<file path="config.mk">
export PLATFORM = sky130hd
export DESIGN_NAME = weyl_square_random_draw_flat
export DESIGN_NICKNAME = d
export VERILOG_FILES = /design/src/design/wsrd_pkg.sv /design/src/design/wsrd_channels.sv /design/src/design/wsrd_mul64.sv /design/src/design/wsrd_mod64.sv /design/src/design/weyl_square_random_draw.sv /design/src/flat_wrapper.sv
export SDC_FILE = /design/constraint.sdc
export NUM_CORES = 2
export LEC_CHECK = 0
export BUFFER_PORTS_ARGS = -buffer_cell sky130_fd_sc_hd__buf_2
export CAP_MARGIN = 10
export CORE_MARGIN = 8
export CORE_UTILIZATION = 34
export DETAILED_ROUTE_END_ITERATION = 12
export PLACE_DENSITY_LB_ADDON = 0.1
export SETUP_SLACK_MARGIN = 0.02
export SLEW_MARGIN = 20
export SYNTH_ARGS = -nofsm -noshare
export SYNTH_HDL_FRONTEND = slang
export SYNTH_SLANG_ARGS = --single-unit
export TNS_END_PERCENT = 50
</file>
<file path="constraint.sdc">
create_clock -name clk -period 31.9 [get_ports clk]
set_input_delay 3.19 -clock clk [delete_from_list [all_inputs] [get_ports clk]]
set_output_delay 3.19 -clock clk [all_outputs]
set_load 0.01 [all_outputs]
</file>
<file path="src/design/wsrd_pkg.sv">
// Shared widths and constants for the middle-square Weyl random draw block.
// No dependencies; imported by the channel interfaces and every module.
`default_nettype none
package wsrd_pkg;

  localparam int WORD_W = 64;
  localparam int HALF_W = WORD_W / 2;
  localparam int DIV_STEPS = WORD_W;
  localparam int DIV_CNT_W = $clog2(DIV_STEPS);

  localparam logic [WORD_W-1:0] WEYL_STEP = 64'hb5ad4eceda1ce2a9;
  localparam logic [WORD_W-1:0] MIX_ADD   = 64'h9e3779b97f4a7c15;
  localparam logic [WORD_W-1:0] MIX_MUL_A = 64'hbf58476d1ce4e5b9;
  localparam logic [WORD_W-1:0] MIX_MUL_B = 64'h94d049bb133111eb;

  localparam int MIX_SHIFT_A = 30;
  localparam int MIX_SHIFT_B = 27;
  localparam int MIX_SHIFT_C = 31;
  localparam int HALF_SWAP   = HALF_W;

endpackage
`default_nettype wire

</file>
<file path="src/design/wsrd_channels.sv">
// Valid/ready channel interfaces for the seed, bound and draw words.
// Depends on wsrd_pkg for the word width.
`default_nettype none
interface wsrd_seed_if import wsrd_pkg::*; ();
  logic              valid;
  logic              ready;
  logic [WORD_W-1:0] seed;
  modport source (output valid, output seed, input ready);
  modport sink   (input valid, input seed, output ready);
endinterface

interface wsrd_bound_if import wsrd_pkg::*; ();
  logic              valid;
  logic              ready;
  logic [WORD_W-1:0] bound;
  modport source (output valid, output bound, input ready);
  modport sink   (input valid, input bound, output ready);
endinterface

interface wsrd_draw_if import wsrd_pkg::*; ();
  logic              valid;
  logic              ready;
  logic [WORD_W-1:0] draw_value;
  logic              div_by_zero;
  modport source (output valid, output draw_value, output div_by_zero, input ready);
  modport sink   (input valid, input draw_value, input div_by_zero, output ready);
endinterface
`default_nettype wire

</file>
<file path="src/design/wsrd_mul64.sv">
// Iterative 64x64 multiplier, product modulo 2^64, on one 32x32 unit.
// Depends on wsrd_pkg.
`default_nettype none
module wsrd_mul64 import wsrd_pkg::*; (
  input  wire logic              clk,
  input  wire logic              rst_n,
  input  wire logic              start,
  input  wire logic [WORD_W-1:0] a,
  input  wire logic [WORD_W-1:0] b,
  output logic                   done,
  output logic [WORD_W-1:0]      p
);

  logic              busy_r;
  logic [1:0]        step_r;
  logic              done_r;
  logic [WORD_W-1:0] a_r, b_r;
  logic [WORD_W-1:0] prod_r;
  logic [WORD_W-1:0] acc_r;
  logic [HALF_W-1:0] op_x, op_y;
  logic [WORD_W-1:0] mul_out;

  // low*low, then the two cross terms; high*high falls outside 2^64
  always_comb begin
    unique case (step_r)
      2'd0: begin
        op_x = a_r[HALF_W-1:0];
        op_y = b_r[HALF_W-1:0];
      end
      2'd1: begin
        op_x = a_r[HALF_W-1:0];
        op_y = b_r[WORD_W-1:HALF_W];
      end
      default: begin
        op_x = a_r[WORD_W-1:HALF_W];
        op_y = b_r[HALF_W-1:0];
      end
    endcase
    mul_out = {{HALF_W{1'b0}}, op_x} * {{HALF_W{1'b0}}, op_y};
  end

  always_ff @(posedge clk) begin
    if (!rst_n) begin
      busy_r <= 1'b0;
      step_r <= 2'd0;
      done_r <= 1'b0;
    end else begin
      done_r <= 1'b0;
      if (start) begin
        busy_r <= 1'b1;
        step_r <= 2'd0;
      end else if (busy_r) begin
        step_r <= step_r + 2'd1;
        if (step_r == 2'd3) begin
          busy_r <= 1'b0;
          done_r <= 1'b1;
        end
      end
    end
  end

  always_ff @(posedge clk) begin
    if (start) begin
      a_r <= a;
      b_r <= b;
    end
    if (busy_r) begin
      prod_r <= mul_out;
      unique case (step_r)
        2'd0:    acc_r <= acc_r;
        2'd1:    acc_r <= prod_r;
        default: acc_r <= acc_r + {prod_r[HALF_W-1:0], {HALF_W{1'b0}}};
      endcase
    end
  end

  assign done = done_r;
  assign p    = acc_r;

endmodule
`default_nettype wire

</file>
<file path="src/design/wsrd_mod64.sv">
// Bit-serial restoring remainder unit: dividend modulo divisor, one bit a cycle.
// Depends on wsrd_pkg.
`default_nettype none
module wsrd_mod64 import wsrd_pkg::*; (
  input  wire logic              clk,
  input  wire logic              rst_n,
  input  wire logic              start,
  input  wire logic [WORD_W-1:0] dividend,
  input  wire logic [WORD_W-1:0] divisor,
  output logic                   done,
  output logic [WORD_W-1:0]      remainder
);

  logic                 busy_r;
  logic                 done_r;
  logic [DIV_CNT_W-1:0] cnt_r;
  logic [WORD_W-1:0]    dvd_r, den_r, rem_r;
  logic [WORD_W:0]      shifted, diff;
  logic [WORD_W-1:0]    rem_nxt;

  always_comb begin
    shifted = {rem_r, dvd_r[WORD_W-1]};
    diff    = shifted - {1'b0, den_r};
    rem_nxt = diff[WORD_W] ? shifted[WORD_W-1:0] : diff[WORD_W-1:0];
  end

  always_ff @(posedge clk) begin
    if (!rst_n) begin
      busy_r <= 1'b0;
      done_r <= 1'b0;
      cnt_r  <= '0;
    end else begin
      done_r <= 1'b0;
      if (start) begin
        busy_r <= 1'b1;
        cnt_r  <= '0;
      end else if (busy_r) begin
        cnt_r <= cnt_r + 1'b1;
        if (cnt_r == DIV_CNT_W'(DIV_STEPS - 1)) begin
          busy_r <= 1'b0;
          done_r <= 1'b1;
        end
      end
    end
  end

  always_ff @(posedge clk) begin
    if (start) begin
      dvd_r <= dividend;
      den_r <= divisor;
      rem_r <= '0;
    end else if (busy_r) begin
      dvd_r <= {dvd_r[WORD_W-2:0], 1'b0};
      rem_r <= rem_nxt;
    end
  end

  assign done      = done_r;
  assign remainder = rem_r;

endmodule
`default_nettype wire

</file>
<file path="src/design/weyl_square_random_draw.sv">
// Bounded random draw from a 64-bit middle-square Weyl generator.
// Depends on wsrd_pkg, wsrd_channels, wsrd_mul64 and wsrd_mod64.
//
// Channels: cfg_ch writes the 64-bit seed word (always ready). in_ch takes
// one bound word per request; out_ch returns draw_value and div_by_zero.
// The first request after reset seeds the generator from the seed register
// with two splitmix rounds; seed writes after that have no effect.
// Each request then squares the state, adds the stepped Weyl sum, swaps
// halves and reduces the word modulo bound in a bit-serial unit.
// The first draw takes four extra multiplies for the seeding; a zero bound
// skips the remainder pass. One request is worked at a time: the 64-step
// remainder loop and the 64-bit multiply on a single 32x32 unit bound the
// rate, and in_ch.ready is high only between requests.
// The result sits in an output register, so the next bound is taken while
// the receiver stalls; a new result waits until that register drains.
// Reset (synchronous, rst_n low) clears the generator, the seed and out_ch.valid.
`default_nettype none
module weyl_square_random_draw import wsrd_pkg::*; (
  input  wire logic   clk,
  input  wire logic   rst_n,
  wsrd_seed_if.sink   cfg_ch,
  wsrd_bound_if.sink  in_ch,
  wsrd_draw_if.source out_ch
);

  typedef enum logic [3:0] {
    ST_IDLE,
    ST_MIX1,
    ST_MIX1_W,
    ST_MIX2,
    ST_MIX2_W,
    ST_SQ,
    ST_SQ_W,
    ST_DIV_W,
    ST_OUT
  } state_t;

  state_t            state_r;
  logic [WORD_W-1:0] seed_r;
  logic [WORD_W-1:0] rstate_r;
  logic [WORD_W-1:0] weyl_r;
  logic              seeded_r;
  logic              mix_sel_r;
  logic [WORD_W-1:0] v_r;
  logic [WORD_W-1:0] bound_r;
  logic [WORD_W-1:0] res_r;
  logic              res_dbz_r;
  logic              out_valid_r;
  logic [WORD_W-1:0] out_value_r;
  logic              out_dbz_r;

  logic              mul_start, mul_done;
  logic [WORD_W-1:0] mul_a, mul_b, mul_p;
  logic              div_start, div_done;
  logic [WORD_W-1:0] div_rem;
  logic [WORD_W-1:0] mix_fin, sq_sum, gen_word;
  logic              in_acc;
  logic              out_load;

  assign in_acc   = in_ch.valid && in_ch.ready;
  assign out_load = (state_r == ST_OUT) && (!out_valid_r || out_ch.ready);

  always_comb begin
    mul_start = 1'b0;
    mul_a     = rstate_r;
    mul_b     = rstate_r;
    unique case (state_r)
      ST_MIX1: begin
        mul_start = 1'b1;
        mul_a     = v_r ^ (v_r >> MIX_SHIFT_A);
        mul_b     = MIX_MUL_A;
      end
      ST_MIX2: begin
        mul_start = 1'b1;
        mul_a     = v_r ^ (v_r >> MIX_SHIFT_B);
        mul_b     = MIX_MUL_B;
      end
      ST_SQ: begin
        mul_start = 1'b1;
      end
      default: begin
        mul_start = 1'b0;
      end
    endcase
    mix_fin   = mul_p ^ (mul_p >> MIX_SHIFT_C);
    sq_sum    = mul_p + weyl_r;
    gen_word  = {sq_sum[HALF_SWAP-1:0], sq_sum[WORD_W-1:HALF_SWAP]};
    div_start = (state_r == ST_SQ_W) && mul_done && (bound_r != '0);
  end

  wsrd_mul64 u_mul (
    .clk   (clk),
    .rst_n (rst_n),
    .start (mul_start),
    .a     (mul_a),
    .b     (mul_b),
    .done  (mul_done),
    .p     (mul_p)
  );

  wsrd_mod64 u_mod (
    .clk       (clk),
    .rst_n     (rst_n),
    .start     (div_start),
    .dividend  (gen_word),
    .divisor   (bound_r),
    .done      (div_done),
    .remainder (div_rem)
  );

  always_ff @(posedge clk) begin
    if (!rst_n) begin
      state_r     <= ST_IDLE;
      seed_r      <= '0;
      rstate_r    <= '0;
      weyl_r      <= '0;
      seeded_r    <= 1'b0;
      mix_sel_r   <= 1'b0;
      out_valid_r <= 1'b0;
    end else begin
      if (cfg_ch.valid) begin
        seed_r <= cfg_ch.seed;
      end
      // drop the held word once taken
      if (out_load) begin
        out_valid_r <= 1'b1;
      end else if (out_valid_r && out_ch.ready) begin
        out_valid_r <= 1'b0;
      end
      unique case (state_r)
        ST_IDLE: begin
          if (in_acc) begin
            bound_r <= in_ch.bound;
            if (!seeded_r) begin
              v_r       <= seed_r + MIX_ADD;
              mix_sel_r <= 1'b0;
              state_r   <= ST_MIX1;
            end else begin
              state_r <= ST_SQ;
            end
          end
        end
        ST_MIX1: state_r <= ST_MIX1_W;
        ST_MIX1_W: begin
          if (mul_done) begin
            v_r     <= mul_p;
            state_r <= ST_MIX2;
          end
        end
        ST_MIX2: state_r <= ST_MIX2_W;
        ST_MIX2_W: begin
          if (mul_done) begin
            if (!mix_sel_r) begin
              rstate_r  <= mix_fin;
              v_r       <= mix_fin + MIX_ADD;
              mix_sel_r <= 1'b1;
              state_r   <= ST_MIX1;
            end else begin
              weyl_r   <= mix_fin;
              seeded_r <= 1'b1;
              state_r  <= ST_SQ;
            end
          end
        end
        ST_SQ: begin
          weyl_r  <= weyl_r + WEYL_STEP;
          state_r <= ST_SQ_W;
        end
        ST_SQ_W: begin
          if (mul_done) begin
            rstate_r <= gen_word;
            if (bound_r == '0) begin
              res_r     <= '0;
              res_dbz_r <= 1'b1;
              state_r   <= ST_OUT;
            end else begin
              state_r <= ST_DIV_W;
            end
          end
        end
        ST_DIV_W: begin
          if (div_done) begin
            res_r     <= div_rem;
            res_dbz_r <= 1'b0;
            state_r   <= ST_OUT;
          end
        end
        ST_OUT: begin
          // hold until the output register is free
          if (out_load) begin
            out_value_r <= res_r;
            out_dbz_r   <= res_dbz_r;
            state_r     <= ST_IDLE;
          end
        end
        default: state_r <= ST_IDLE;
      endcase
    end
  end

  assign cfg_ch.ready      = 1'b1;
  assign in_ch.ready       = (state_r == ST_IDLE);
  assign out_ch.valid      = out_valid_r;
  assign out_ch.draw_value = out_value_r;
  assign out_ch.div_by_zero = out_dbz_r;

endmodule
`default_nettype wire
</file>
<file path="src/flat_wrapper.sv">
// flat-port wrapper written by rule: the top's interface ports become plain ports
module weyl_square_random_draw_flat import wsrd_pkg::*;
  (clk, rst_n, cfg_ch_valid, cfg_ch_seed, cfg_ch_ready, in_ch_valid, in_ch_bound, in_ch_ready, out_ch_valid, out_ch_draw_value, out_ch_div_by_zero, out_ch_ready);
  wsrd_seed_if cfg_ch_i ();
  wsrd_bound_if in_ch_i ();
  wsrd_draw_if out_ch_i ();
  input  wire logic clk;
  input  wire logic rst_n;
  input wire logic [$bits(cfg_ch_i.valid)-1:0] cfg_ch_valid;
  input wire logic [$bits(cfg_ch_i.seed)-1:0] cfg_ch_seed;
  output wire logic [$bits(cfg_ch_i.ready)-1:0] cfg_ch_ready;
  input wire logic [$bits(in_ch_i.valid)-1:0] in_ch_valid;
  input wire logic [$bits(in_ch_i.bound)-1:0] in_ch_bound;
  output wire logic [$bits(in_ch_i.ready)-1:0] in_ch_ready;
  output wire logic [$bits(out_ch_i.valid)-1:0] out_ch_valid;
  output wire logic [$bits(out_ch_i.draw_value)-1:0] out_ch_draw_value;
  output wire logic [$bits(out_ch_i.div_by_zero)-1:0] out_ch_div_by_zero;
  input wire logic [$bits(out_ch_i.ready)-1:0] out_ch_ready;
  assign cfg_ch_i.valid = cfg_ch_valid;
  assign cfg_ch_i.seed = cfg_ch_seed;
  assign cfg_ch_ready = cfg_ch_i.ready;
  assign in_ch_i.valid = in_ch_valid;
  assign in_ch_i.bound = in_ch_bound;
  assign in_ch_ready = in_ch_i.ready;
  assign out_ch_valid = out_ch_i.valid;
  assign out_ch_draw_value = out_ch_i.draw_value;
  assign out_ch_div_by_zero = out_ch_i.div_by_zero;
  assign out_ch_i.ready = out_ch_ready;
  weyl_square_random_draw u_core (.clk(clk), .rst_n(rst_n), .cfg_ch(cfg_ch_i), .in_ch(in_ch_i), .out_ch(out_ch_i));
endmodule
</file>
# == After elaboration in Yosys (flattened, before gate mapping) ==
# Index checks and enable logic that the tools add are counted.
# classes
eq_ne,21
bitwise_logic,7
div,0
n_mul,1
n_reduce_logical,34
n_mux,54
shifts,0
order_cmp,0
add_sub_neg,8
# ops
cell,n
$mux 64,16
$pmux 64 s2,6
$add 64x64->64 const B,3
$pmux 64 s3,1
$add 64x64->64,2
$sub 65x64->65,1
$logic_not 64->1,1
$mul 32x32->64,1
$mux 32,2
$reduce_bool 64->1,1
$xor 64x33->64,1
$xor 64x34->64,1
$xor 64x37->64,1
$pmux 4 s9,1
$mux 4,7
$mux 1,17
$eq 4x3->1 const B,4
$ne 2x2->1 const B,8
$reduce_and 3->1,4
$reduce_bool 2->1,6
$reduce_or 3->1,3
$eq 4x2->1 const B,2
$reduce_and 4->1,2
$reduce_and 7->1,1
21 further kinds,33
# totals
out_inout_bits,68
inputBits,133
wordCells,151
reg_bits,917
latch_bits,0
memories,0
romBits,0
ram_bits,0

# == Longest topological paths before layout ==
# logic_depth
ltp_word,5
mapped_depth,36
ltp_nobuf,33

# == Modules after synthesis ==
# Synthesis repeated with hierarchy kept, for this count alone.
# unflattened
cells_unflattened,8954
hier_area_um2,83497.6
# modules_own_cells
mod,instances,area_each_um2,cells_each,seq_area_each_um2
wsrd_mul64,1,43162.6,4409,7767.4
weyl_square_random_draw,1,28519.9,3323,11731.3
wsrd_mod64,1,11815.1,1222,5285.1

# == Least setup slack after synthesis ==
# OpenSTA, ideal clock, no wires.
# synth_timing
path_kind,reg-to-reg
from,register u_core.u_mul.step_r[1]
to,"register u_core.u_mul.prod_r[58], data pin"
path_slack_ns,21.905
setup_time_ns,0.272
arrival_time_ns,9.723
path_buffers,4
path_stages_with_launch,36
period_less_slack_ns,9.995
path_cell_list,dfxtp_1 > inv_1 > ha_1 > clkbuf_1 > nor2_1 > clkbuf_1 > buf_1 > mux2i_1 > clkbuf_1 > nor2_1 > fa_1 > inv_1 > fa_1 > fa_1 > fa_1 > inv_1 > fa_1 > inv_1 > fa_1 > inv_1 > fa_1 > inv_1 > fa_1 > inv_1 > ha_1 > a21o_1 > a21o_1 > a21o_1 > a221o_1 > a31oi_1 > o21ai_1 > a2111oi_2 > o31ai_1 > o31ai_2 > nor3_1 > or4b_1
# synth_via
elab_chain_len,4
# synth_rtl
element,line,rtl
"start, declared",wsrd_mul64.sv:15,logic [1:0] step_r;
"start signal, assigned",wsrd_mul64.sv:53,step_r <= step_r + 2'd1;
$eq 2x1->1 / $logic_not 2->1 (equally long branches),wsrd_mul64.sv:25,unique case (step_r)
$reduce_or 2->1 (no source line),n/a,
$mux 32,wsrd_mul64.sv:25,
$mul 32x32->64 (*),wsrd_mul64.sv:39,"mul_out = {{HALF_W{1'b0}}, op_x} * {{HALF_W{1'b0}}, op_y};"
named net u_core.u_mul.mul_out[58],wsrd_mul64.sv:21,logic [WORD_W-1:0] mul_out;
"end signal, assigned",wsrd_mul64.sv:68,prod_r <= mul_out;
"end, declared",wsrd_mul64.sv:18,logic [WORD_W-1:0] prod_r;
# Mark *: on every way through the listed nets, which the timed path passes. The rest lies on a longest branch.
# A chain may end at the register's enable or synchronous reset.

# == Worst setup path in the final report ==
# layout_timing
from,register u_core.u_mul.step_r[0]
to,"register u_core.u_mul.prod_r[58], data pin"
# Same word-level chain as after synthesis.

==> flow_metrics.env <==
export IMPL_clock_sinks=917
export IMPL_drive_above_1_share_pct=7.92
export IMPL_grt_setup_unrepaired="false"
export IMPL_worst_slew_pin_slew_ns=1.26
export IMPL_groute_usage_overall_pct=24.8
export IMPL_setup_worst_path_start_class="flop"
export IMPL_antenna_found_initial=14
export IMPL_vias_per_cell=5.45
export IMPL_holdBufCountCts=0
export IMPL_pin_count=201
export IMPL_detailedPlacementHpwl_mm=248
export IMPL_synth_seq_area_share_pct=30.2
export IMPL_hold_ws_ns=0.397
export IMPL_startpoint_of_the_worst_hold_path="u_core.res_r[38]$_SDFFCE_PP0P_"
export IMPL_grt_pass1_wl_mm=473
export IMPL_number_of_enable_type_register_cells_in_the_synthesized_netlist=642
export IMPL_data_required_time_of_the_critical_path_ns=32.41
export IMPL_finalMaxSlewViolations=0
export IMPL_synth_seq_cells=917
export IMPL_timing_max_slew_rel_slack_pct=15.4
export IMPL_filler_cell_count=24400
export IMPL_ant_nets=0
export IMPL_synth_yosys_warnings=0
export IMPL_critical_r2r_launch="u_core.u_mul.step_r[0]$_SDFFE_PP0P_"
export IMPL_first_iter_violations=5614
export IMPL_grt_pass1_vias=66400
export IMPL_drc_errors=0
export IMPL_finalWeightedCongestion=0.934
export IMPL_net_count_of_the_mapped_netlist=10300
export IMPL_ys_flop_type="sky130_fd_sc_hd__edfxtp_1"
export IMPL_worst_r2r_cell_count=27
export IMPL_critPathKind="flop to flop"
export IMPL_pin_count_of_the_biggest_net_entering_global_routing=105
export IMPL_cts_reportedPaths_clkPinSlew_ns=0.06
export IMPL_cts_htree_levels=3
export IMPL_worstHoldPathType="flop to flop"
export IMPL_outcome="completed"
export IMPL_die_h_microns=507
export IMPL_cts_setup_buffers=0
export IMPL_max_cap_viol_count=0
export IMPL_core_sq_um=240000
export IMPL_floorplan_die_area_sq_um=257000
export IMPL_buffer_ports_inserted=199
export IMPL_period_needed_ns=11.52
export IMPL_initial_utilization_pct=34.2
export IMPL_end_kind="flop"
export IMPL_nNetsFinal=10300
export IMPL_hold_depth=0
export IMPL_firstDrtPassIters=6
export IMPL_clockBufferDepth=3
export IMPL_clock_latency_ns=0.79
export IMPL_post_cts_resized=0
export IMPL_row_count=180
export IMPL_postSynth_asyncResetShare_pct=0
export IMPL_mappedNetlistArea_sq_um=82100
export IMPL_synthesis_instances=8831
export IMPL_reg2reg_slack_ns=20.38
export IMPL_syn_avg_cell_area_sq_um=9.30
export IMPL_clock_tree_from_tritoncts="done"
export IMPL_reg2reg_capture_point="u_core.u_mul.prod_r[58]$_DFFE_PP_"
export IMPL_globalRouteOverflowTotal=0
export IMPL_die_w_microns=507
export IMPL_numCtsBuffers=104
export IMPL_flow_area_growth_from_synthesis_pct=10.0
export IMPL_critPathArrivalTime_ns=12.02
export IMPL_tns_ns=0
export IMPL_master_cell_of_the_clock_root_buffer="sky130_fd_sc_hd__clkbuf_16"
export IMPL_crit_path_max_fanout=78
export IMPL_hold_viol_final=0
export IMPL_routed_wirelength_mm=324
export IMPL_report_final_setup_viol=0
export IMPL_yosysUniqueCellTypes=107
export IMPL_min_delay_worst_endpoint="u_core.out_ch.draw_value[38]$_DFFE_PP_"
export IMPL_placedCellCount=11900
export IMPL_final_cells=12100
export IMPL_maxClockFrequency_mhz=86.8
export IMPL_timing_clock_skew_ns=0.0890
export IMPL_post_route_period_util_pct=36.1
export IMPL_dr_total_vias=65800
export IMPL_wire_per_inst_microns=26.8
[layer usage]
metal / wire length [microns] / share of wire, % / GRT usage [%] / vias up
met1: 143000 / 44 / 34.2 / 33600
met4: 14500 / 4.5 / 9.21 / 2
met2: 146000 / 45 / 39.6 / 2343
met3: 20600 / 6.4 / 3.70 / 503
met5: 13 / 0.0040 / 0 / -
li1: - / - / - / 29400
[kinds of logic (layout without fill, tap and decap cells)]
kind of cell | count (synthesis) | count (layout) | synth area share [%]
AOI/OAI and AO/OA | 1679 | 1679 | 12.8
and+or+nand+nor | 2822 | 2822 | 14.8
xor gates and xnor gates | 332 | 332 | 3.54
muxes | 264 | 264 | 3.32
buffers and inverters | 1489 | 1556 | 6.88
DFF | 917 | 917 | 30.2
other | 1 | 6 | 0.00457
adders and majority gates | 1327 | 1327 | 28.4
[metrics by stage]
stage                     area (sq um)  util (%)  setup slack, ns
after floorplan                  82100         -            21.91
after global placement           86800      36.1            20.68
after detailed placement         86800      36.1            20.54
after CTS                        90300      37.6            20.52
after global routing             90300      37.6            19.95
final                            90300      37.6            20.38
[worst max-delay path by stage]
stage / from / endpoint / slack (ns) / cells past startpoint
2_1_floorplan: u_core.u_mul.step_r[1]$_SDFFE_PP0P_ / u_core.u_mul.prod_r[58]$_DFFE_PP_ / 21.91 / 35
3_3_place_gp: u_core.u_mul.step_r[0]$_SDFFE_PP0P_ / u_core.u_mul.prod_r[58]$_DFFE_PP_ / 20.68 / 29
3_5_place_dp: u_core.u_mul.step_r[0]$_SDFFE_PP0P_ / u_core.u_mul.prod_r[58]$_DFFE_PP_ / 20.54 / 27
4_1_cts: u_core.u_mul.step_r[0]$_SDFFE_PP0P_ / u_core.u_mul.prod_r[58]$_DFFE_PP_ / 20.52 / 27
5_1_grt: u_core.u_mul.step_r[0]$_SDFFE_PP0P_ / u_core.u_mul.prod_r[58]$_DFFE_PP_ / 19.95 / 29
6_report: u_core.u_mul.step_r[0]$_SDFFE_PP0P_ / u_core.u_mul.prod_r[58]$_DFFE_PP_ / 20.38 / 27
[final cells by class]
class	count	area, sq um	share of cell area [%]
Tap cell	3185	3990	4.41
Clock inverter	66	777	0.860
Inverter	1009	3790	4.20
Sequential cell	917	24800	27.4
Multi-Input combinational cell	6425	52100	57.6
Timing Repair Buffer	349	2140	2.37
Antenna cell	5	12.5	0.0139
Clock buffer	132	2760	3.05
[cell usage after synthesis, drive strengths merged (147+ instances only)]
| library cell | count | area (sq um) |
|---|---|---|
| nor2 | 1062 | 3990 |
| xnor2 | 185 | 1620 |
| nand2 | 1107 | 4160 |
| edfxtp | 642 | 19300 |
| clkbuf | 420 | 1580 |
| a21o | 179 | 1340 |
| xor2 | 147 | 1290 |
| fa | 899 | 18000 |
| o21ai | 455 | 2290 |
| dfxtp | 275 | 5510 |
| a21oi | 502 | 2520 |
| mux2i | 194 | 1940 |
| inv | 1009 | 3790 |
| ha | 428 | 5360 |
[worst max-delay path: stages (launching register included)]
cell and delay (ns):
sky130_fd_sc_hd__dfxtp_1 0.47, sky130_fd_sc_hd__ha_4 0.73, sky130_fd_sc_hd__buf_4 0.88, sky130_fd_sc_hd__mux2_2 1.00, sky130_fd_sc_hd__nand2_1 0.20, sky130_fd_sc_hd__fa_1 0.59, sky130_fd_sc_hd__inv_1 0.06, sky130_fd_sc_hd__fa_1 0.50
sky130_fd_sc_hd__fa_1 0.58, sky130_fd_sc_hd__fa_1 0.44, sky130_fd_sc_hd__fa_1 0.52, sky130_fd_sc_hd__fa_1 0.43, sky130_fd_sc_hd__fa_1 0.51, sky130_fd_sc_hd__inv_1 0.05, sky130_fd_sc_hd__fa_1 0.48, sky130_fd_sc_hd__inv_1 0.05
sky130_fd_sc_hd__ha_1 0.36, sky130_fd_sc_hd__a21oi_1 0.16, sky130_fd_sc_hd__o21ai_0 0.30, sky130_fd_sc_hd__a21o_1 0.28, sky130_fd_sc_hd__a21o_1 0.18, sky130_fd_sc_hd__a21oi_1 0.20, sky130_fd_sc_hd__nor4_1 0.12, sky130_fd_sc_hd__a2111oi_2 0.76
sky130_fd_sc_hd__o31ai_1 0.29, sky130_fd_sc_hd__o31ai_2 0.39, sky130_fd_sc_hd__nor3_1 0.09, sky130_fd_sc_hd__or4b_1 0.52
[cells in the final DEF (no fill, tap or decap), drive strengths merged, types with 141 or more instances in the layout]
cell / netlist / layout
and2: 141 / 141
dfxtp: 275 / 275
ha: 428 / 428
a21oi: 502 / 502
fa: 899 / 899
nand2: 1107 / 1107
nor2: 1062 / 1062
o21ai: 455 / 455
xnor2: 185 / 185
buf: 60 / 349
edfxtp: 642 / 642
mux2i: 194 / 194
inv: 1009 / 1012
xor2: 147 / 147
a21o: 179 / 179
Power is left out: the tool's default activity adds up to more than one toggle a clock period on the data nets, which glitch-free logic cannot reach.
